### config.mk
export PLATFORM = sky130hd
export DESIGN_NAME = wha_divider
export DESIGN_NICKNAME = d
export VERILOG_FILES = /design/src/sv/wha_pkg.sv /design/src/sv/wha_divider.sv
export SDC_FILE = /design/constraint.sdc
export NUM_CORES = 1
export LEC_CHECK = 0
export BUFFER_PORTS_ARGS = -buffer_cell sky130_fd_sc_hd__clkbuf_2
export CAP_MARGIN = 20
export CORE_ASPECT_RATIO = 1.5
export CORE_UTILIZATION = 55
export CTS_CLUSTER_DIAMETER = 60
export DETAILED_ROUTE_END_ITERATION = 6
export GPL_TIMING_DRIVEN = 0
export HOLD_SLACK_MARGIN = 0.05
export PLACE_DENSITY = 0.82
export SYNTH_ARGS = -nofsm -noshare
export SYNTH_HDL_FRONTEND = slang
export SYNTH_SLANG_ARGS = --single-unit
### constraint.sdc
create_clock -name clock -period 4.4 [get_ports clock]
set_input_delay 0.88 -clock clock [delete_from_list [all_inputs] [get_ports clock]]
set_output_delay 0.88 -clock clock [all_outputs]
set_load 0.02 [all_outputs]
### src/sv/wha_pkg.sv
package wha_pkg;

   localparam int MAX_BINS    = 256;
   localparam int STORE_DEPTH = MAX_BINS + 2;
   localparam int BIN_W       = $clog2(STORE_DEPTH);

   localparam int ENERGY_W = 32;
   localparam int WEIGHT_W = 24;
   localparam int WSUM_W   = 48;
   localparam int SQ_W     = 63;
   localparam int SQPROD_W = 2 * WEIGHT_W - 1;
   localparam int CNT_W    = 9;
   localparam int DIV_W    = ENERGY_W + BIN_W;
   localparam int STEP_W   = $clog2(BIN_W);

   localparam int ADDR_W = 4;
   localparam int DATA_W = 32;

   localparam logic [1:0] REG_RANGE_LOW  = 2'd0;
   localparam logic [1:0] REG_RANGE_HIGH = 2'd1;
   localparam logic [1:0] REG_BIN_COUNT  = 2'd2;

   localparam logic OP_FILL = 1'b0;
   localparam logic OP_READ = 1'b1;

   localparam logic signed [ENERGY_W-1:0] RANGE_LOW_RESET  = 32'sd0;
   localparam logic signed [ENERGY_W-1:0] RANGE_HIGH_RESET = 32'sd65536;
   localparam logic [CNT_W-1:0]           BIN_COUNT_RESET  = 9'd64;
   localparam logic signed [ENERGY_W-1:0] MIN_ENERGY_RESET = 32'sh7FFF_FFFF;

   localparam logic signed [WSUM_W-1:0] WSUM_MAX = {1'b0, {(WSUM_W-1){1'b1}}};
   localparam logic signed [WSUM_W-1:0] WSUM_MIN = {1'b1, {(WSUM_W-1){1'b0}}};
   localparam logic [SQ_W-1:0]          SQ_MAX   = {SQ_W{1'b1}};

   typedef struct packed {
      logic signed [WSUM_W-1:0] wsum;
      logic [SQ_W-1:0]          sq;
   } entry_type;

endpackage

### src/sv/wha_divider.sv
module wha_divider (
   input  logic                         clock,
   input  logic                         reset,
   input  logic                         start,
   input  logic [wha_pkg::DIV_W-1:0]    dividend,
   input  logic [wha_pkg::ENERGY_W-1:0] divisor,
   output logic                         done,
   output logic [wha_pkg::BIN_W-1:0]    quotient
);

   // quotient is known to fit in BIN_W bits, so only that many restoring steps
   logic                          busy_ff;
   logic                          done_ff;
   logic [wha_pkg::STEP_W-1:0]    cnt_ff;
   logic [wha_pkg::DIV_W-1:0]     rem_ff;
   logic [wha_pkg::DIV_W-1:0]     dsh_ff;
   logic [wha_pkg::BIN_W-1:0]     quo_ff;
   logic                          fits;
   logic [wha_pkg::DIV_W-1:0]     rem_sub;

   assign fits    = rem_ff >= dsh_ff;
   assign rem_sub = rem_ff - dsh_ff;

   always_ff @(posedge clock) begin
      if (reset) begin
         busy_ff <= 1'b0;
         done_ff <= 1'b0;
         cnt_ff  <= '0;
      end else begin
         done_ff <= 1'b0;
         if (start) begin
            busy_ff <= 1'b1;
            cnt_ff  <= wha_pkg::STEP_W'(wha_pkg::BIN_W - 1);
         end else if (busy_ff) begin
            cnt_ff <= cnt_ff - 1'b1;
            if (cnt_ff == '0) begin
               busy_ff <= 1'b0;
               done_ff <= 1'b1;
            end
         end
      end
   end

   always_ff @(posedge clock) begin
      if (start) begin
         rem_ff <= dividend;
         dsh_ff <= wha_pkg::DIV_W'(divisor) << (wha_pkg::BIN_W - 1);
         quo_ff <= '0;
      end else if (busy_ff) begin
         if (fits) begin
            rem_ff <= rem_sub;
         end
         dsh_ff <= dsh_ff >> 1;
         quo_ff <= {quo_ff[wha_pkg::BIN_W-2:0], fits};
      end
   end

   assign done     = done_ff;
   assign quotient = quo_ff;

endmodule

; After elaboration in Yosys (flattened, before gate mapping)
; Index checks and enable logic that the tools add are counted.
[word_totals]
reg_bits = 96
latchBits = 0
ramBits = 0
rom_bits = 0
out_inout_bits = 10
memories = 0
[op_classes]
add_sub_neg = 2
multipliers = 0
n_div = 0
n_lt_le_gt_ge = 1
n_eq_ne = 0
n_shift = 0
muxes = 11
bitwise_logic = 1
reduce_logical = 6
[op_table]
columns = operator, count
row1 = 41-bit 2-to-1 mux, 3
row2 = 40-bit 2-to-1 mux, 2
row3 = 41-bit by 40-bit >= comparator with 1-bit output, 1
row4 = 41-bit by 40-bit subtractor with 41-bit output, 1
row5 = 4-bit 2-to-1 mux, 2
row6 = 4-bit logical NOT, 1
row7 = 1-bit 2-to-1 mux, 4
row8 = 2-bit nonzero test, 2
row9 = "4-bit by 1-bit subtractor with 4-bit output, second input constant", 1
row10 = 3-bit OR reduction, 1
row11 = 2-bit AND reduction, 1
row12 = 2-bit OR reduction, 1
row13 = 1-bit inverter, 1

; Logic depth before layout (Yosys ltp)
[logic_depth]
word_depth = 4
mapped_depth = 11
ltp_nobuf = 11

; Worst setup path before layout
; No wires, ideal clock.
[synth_path]
kind = reg2reg
from = reg rem_ff[8] (netlist bit)
to = reg rem_ff[0] (netlist bit) (enable)
setup_ns = 0.643
arrival_ns = 3.008
t_required_ns = 3.757
setup_slack_ns = 0.749
stages_incl_launch_ff = 10
n_path_buf = 0
path_cell_list = edfxtp_1 ha_1 a21oi_1 o21ai_0 a211oi_1 nand3_2 o22ai_2 o21ai_1 o211ai_1 nand3_1
[synth_via]
elab_chain_cells = 3
[synth_lines]
columns = element, line
row1 = "start, declared", wha_divider.sv:15  ; logic [wha_pkg::DIV_W-1:0] rem_ff;
row2 = "start signal, assigned", wha_divider.sv:46  ; rem_ff <= dividend;
row3 = "start signal, assigned", wha_divider.sv:51  ; rem_ff <= rem_sub;
row4 = 41-bit by 40-bit >= comparator with 1-bit output, wha_divider.sv:21  ; assign fits = rem_ff >= dsh_ff;
row5 = 2-bit nonzero test (no source line), n/a
row6 = 2-bit AND reduction (no source line), n/a
; Every way passes these cells.
; A chain may end at the register's enable or synchronous reset.

; Worst setup path in the final report
[layout_path]
from = reg dsh_ff[16] (netlist bit)
to = reg rem_ff[12] (netlist bit) (enable)
[layout_via]
elab_chain_cells = 3
[layout_lines]
columns = element, line
row1 = "start, declared", wha_divider.sv:16  ; logic [wha_pkg::DIV_W-1:0] dsh_ff;
row2 = "start signal, assigned", wha_divider.sv:47  ; dsh_ff <= wha_pkg::DIV_W'(divisor) << (wha_pkg::BIN_W - 1);
row3 = "start signal, assigned", wha_divider.sv:53  ; dsh_ff <= dsh_ff >> 1;
row4 = 41-bit by 40-bit >= comparator with 1-bit output, wha_divider.sv:21
row5 = 2-bit nonzero test (no source line), n/a
row6 = 2-bit AND reduction (no source line), n/a
; Every way passes these cells.

==> reports/results.md <==
- min Tclk post-route: 3.75 ns
- filler cell count: 1032
- setup fix buffers added after clock tree synthesis: 0
- CP Launch Type: flop
- combinational group share of total power: 0.506
- delay contributed by the slowest stage of the critical path: 0.56 ns
- Detailed Route WL: 16800 um
- footprint of the multi-input gates: 3660 um^2
- type of the tightest min-delay check: flop to flop
- H-tree depth: 3
- wire length of the first global-routing pass: 27300 um
- maximum achievable frequency: 0.266 GHz
- mean number of vias per cell: 5.78
- cell occurring most often along the worst timing path: sky130_fd_sc_hd__nand3_2
- cell breakdown of the critical path: inv_1 > ha_1 > a21oi_1 > o21ai_0 > a22oi_1 > nand3_2 > o22ai_2 > o21ai_1 > o211ai_1 > nand3_2 > buf_16
- Final Instance Area: 7680 um^2
- run status: completed
- Longest Clk Path Bufs: 2
- hold buffers post-CTS: 0
- hold path start: cnt_ff[1]
- Final setup viols: 0
- number of clock buffers inserted by TritonCTS: 9
- largest net degree at the start of global routing: 33
- leakage power figure: 3.23 nW
- cell at the root of the clock tree: sky130_fd_sc_hd__clkbuf_16
- R2R Path End: rem_ff[12]
- setup repair after global routing missed its margin: false
- Final ANT Viol Nets: 0
- P per Cell Area: 550 nW/um^2
- proportion of synthesized flip-flops having asynchronous set or reset: 0
- fraction of the yosys area taken by sequential cells: 0.394
- GRT Resource Usage Total: 0.276
- via count of the first global-routing pass: 5940
- count of flip-flops with a built-in enable after synthesis: 73
- area of the placeable core: 12000 um^2
- worst hold path endpoint: cnt_ff[1]
- transition time of the tightest slew-check pin: 0.837 ns
- count of antenna diodes in the layout: 0
- critical path arrival: 3.86 ns
- iteration count of the initial detailed-routing pass: 5
- register clock-pin slew on the reported worst setup and hold paths: 0.08 ns
- clock tree from TritonCTS: yes
- effective utilization at floorplan: 0.562
- layout overhead on the synthesized area: 14.3%
- reg2reg setup slack: 0.65 ns
- post-cts gate resize count: 0
- number of cells produced by synthesis: 762
- share of the cycle needed by the critical path after routing: 0.853
- DRT iter0 DRCs: 328
- worst setup timing slack at the placement stage: 0.696 ns
- I/O Buffers: 85
- Total Neg Setup Slack: 0 ns
- GR Overflow Total: 0
- start-to-end type of the worst setup path: flop to flop
- cell area after technology mapping: 6720 um^2
- maximum ir drop on the vdd rail: 0.238 mV
- switching component of the power: 0.00176 W
- IO Pins: 86
- Sw Ratio: 0.415
- chip height: 137 um
- Worst Setup End Kind: flop
- placer's final routability congestion estimate: 0.892
- layout cell share with drive strength beyond 1: 0.167
- nets: 977
- DRC viols: 0
- worst endpoint required time: 4.51 ns
- mean instance size in the synthesized netlist: 8.82 um^2
- Distinct cells, synth: 66
- family with the most delay on the worst path: compound AO/OA/AOI/OAI gates
- source of the worst register-to-register timing path: dsh_ff[16]
- P_int: 0.00247 W
- DP Area: 7370 um^2
- clock power share: 0.192
- Slowest cell on crit path: sky130_fd_sc_hd__nand3_2
- count of vias placed by the detailed router: 5877
- row count: 49
- part of the total power dissipated in sequential elements: 0.302
- Hold Fails Final Rpt: 0
- count of pins over their slew limit: 0
- post-route non-filler standard cell count: 1017
- top fanout value on the critical path: 21
- area used by sequential logic in the layout: 2650 um^2
- Final WS setup: 0.648 ns
- commonest register cell after synthesis: sky130_fd_sc_hd__edfxtp_1
- number of synthesized register bits: 96
- Setup Skew: 0.0116 ns
- count of buffering cells on the critical path with inverters included: 2
- initial antenna violation count: 0
- Yosys warnings: 0
- die area: 12700 um^2
- end-of-flow core utilization: 0.643
- Max Cap Viol: 0
- Routed wire per std cell: 16.5 um
- number of instances in the placed design: 1001
- cell depth of the worst hold path: 2
- Worst R2R Path Depth: 11
- horizontal die dimension: 92.3 um
- Slew Limit Headroom: 0.442
- number of sinks on the clock net: 96
- post-detail-place hpwl: 12900 um
- net count after synthesis: 880
- clock latency at the later pin of the worst-skew pair: 0.36 ns
[power by group through the flow]
stage | clock [W] | combinational [W] | sequential (W)
2_1_floorplan | 0 | 0.00165 | 0.00127
3_3_place_gp | 0 | 0.00205 | 0.00128
3_5_place_dp | 0 | 0.00210 | 0.00129
4_1_cts | 0.000813 | 0.00212 | 0.00127
5_1_grt | 0.000842 | 0.00236 | 0.00129
6_report | 0.000812 | 0.00214 | 0.00127
[through the flow]
stage | hold slack [ns] | total power (W)
finish | 0.509 | 0.00422
detailed placement | 0.499 | 0.00339
global route | 0.542 | 0.00449
global placement | 0.477 | 0.00333
floorplan | 0.465 | 0.00292
CTS | 0.518 | 0.00420
[state kept, by name, summed over array words and instances, names as in the netlist]
register and flops:
dsh_ff 40, busy_ff 1, done 1, quotient 9
cnt_ff 4, rem_ff 41
[layer usage]
layer | up-vias | wire, um | part of all wire | global-route usage
met5 | - | 0 | 0 | 0
met4 | 0 | 630 | 0.038 | 0.154
met3 | 54 | 708 | 0.042 | 0.0364
met2 | 177 | 8850 | 0.53 | 0.505
met1 | 2743 | 6600 | 0.39 | 0.307
li1 | 2903 | - | - | -
[layout make-up]
type | instances | area share
multi-input combinational | 575 | 0.476
sequential | 96 | 0.345
timing repair buffer | 86 | 0.0589
buffer | 40 | 0.0295
clock buffer | 9 | 0.0293
inverter | 51 | 0.0249
tap | 153 | 0.0249
clock inverter | 7 | 0.0112
[placed cells by master (no fill, tap or decap), types with 5 or more instances in the layout]
master	netlist	layout
sky130_fd_sc_hd__dfxtp_1	23	23
sky130_fd_sc_hd__o21a_1	7	7
sky130_fd_sc_hd__and3_1	5	5
sky130_fd_sc_hd__ha_1	41	41
sky130_fd_sc_hd__mux2i_1	17	17
sky130_fd_sc_hd__xor2_1	15	15
sky130_fd_sc_hd__clkbuf_16	0	9
sky130_fd_sc_hd__and2_1	5	5
sky130_fd_sc_hd__clkbuf_1	22	22
sky130_fd_sc_hd__a21oi_1	47	47
sky130_fd_sc_hd__nand2b_1	5	5
sky130_fd_sc_hd__a21o_1	22	22
sky130_fd_sc_hd__o21ai_1	8	8
sky130_fd_sc_hd__nand2_1	140	140
sky130_fd_sc_hd__o21ai_0	85	85
sky130_fd_sc_hd__clkbuf_2	0	85
sky130_fd_sc_hd__nand4_1	11	11
sky130_fd_sc_hd__buf_1	7	7
sky130_fd_sc_hd__nor3_1	11	11
sky130_fd_sc_hd__o211ai_1	6	6
sky130_fd_sc_hd__o31ai_1	7	7
sky130_fd_sc_hd__nor2_1	40	40
sky130_fd_sc_hd__clkbuf_8	5	5
sky130_fd_sc_hd__inv_1	51	51
sky130_fd_sc_hd__edfxtp_1	73	73
sky130_fd_sc_hd__nand3_1	14	13
sky130_fd_sc_hd__o21bai_1	9	9
sky130_fd_sc_hd__xnor2_1	21	21
sky130_fd_sc_hd__a31oi_1	5	5
[synth_stat cells (all sizes together), types with 3 or more instances]
library cell,n,area (um^2)
xor2,15,131
o21bai,9,67.6
a221oi,3,43.8
clkbuf,27,151
nor2,41,170
a31oi,8,86.3
nand4,11,68.8
edfxtp,73,2190
o21a,9,70.1
nand2,143,544
a21oi,49,253
o31ai,9,77.6
mux2i,17,170
o21ai,94,474
nand2b,5,31.3
o211ai,6,45.0
buf,13,75.1
a211oi,3,22.5
nand3,15,80.1
ha,41,513
nor3,12,65.1
xnor2,21,184
and3,5,31.3
and2,5,31.3
nor3b,3,33.8
dfxtp,23,460
a21o,22,165
or2,3,18.8
nor4,5,43.8
inv,51,191
[worst reg2reg max path, delay by kind of cell (launching register included)]
family | cells | cell delay [ns]
AOI/OAI and AO/OA | 6 | 1.59
and+or+nand+nor | 2 | 0.73
buffers and inverters | 2 | 0.48
DFF | 1 | 0.41
adders and majority gates | 1 | 0.29
[worst max-delay path by stage]
stage               depth (start not counted)  startpoint  slack [ns]    endpoint
CTS                                        11  dsh_ff[16]        0.66  rem_ff[23]
detailed placement                         10  rem_ff[16]        0.70  rem_ff[13]
global route                               11  dsh_ff[16]        0.39  rem_ff[22]
floorplan                                   9   rem_ff[8]        0.75   rem_ff[0]
global placement                           10  dsh_ff[16]       -0.40  rem_ff[12]
finish                                     11  dsh_ff[16]        0.65  rem_ff[12]
[kinds of logic (layout without fill, tap and decap cells)]
kind of cell,after synthesis,in the layout,share of synthesized area
AOI/OAI and AO/OA,224,224,0.215
xor gates and xnor gates,36,36,0.0469
adders and majority gates,42,42,0.0793
and+or+nand+nor,256,256,0.177
buffers and inverters,91,193,0.0622
DFF,96,96,0.394
muxes,17,17,0.0253
(Power assumes the default switching activity.)
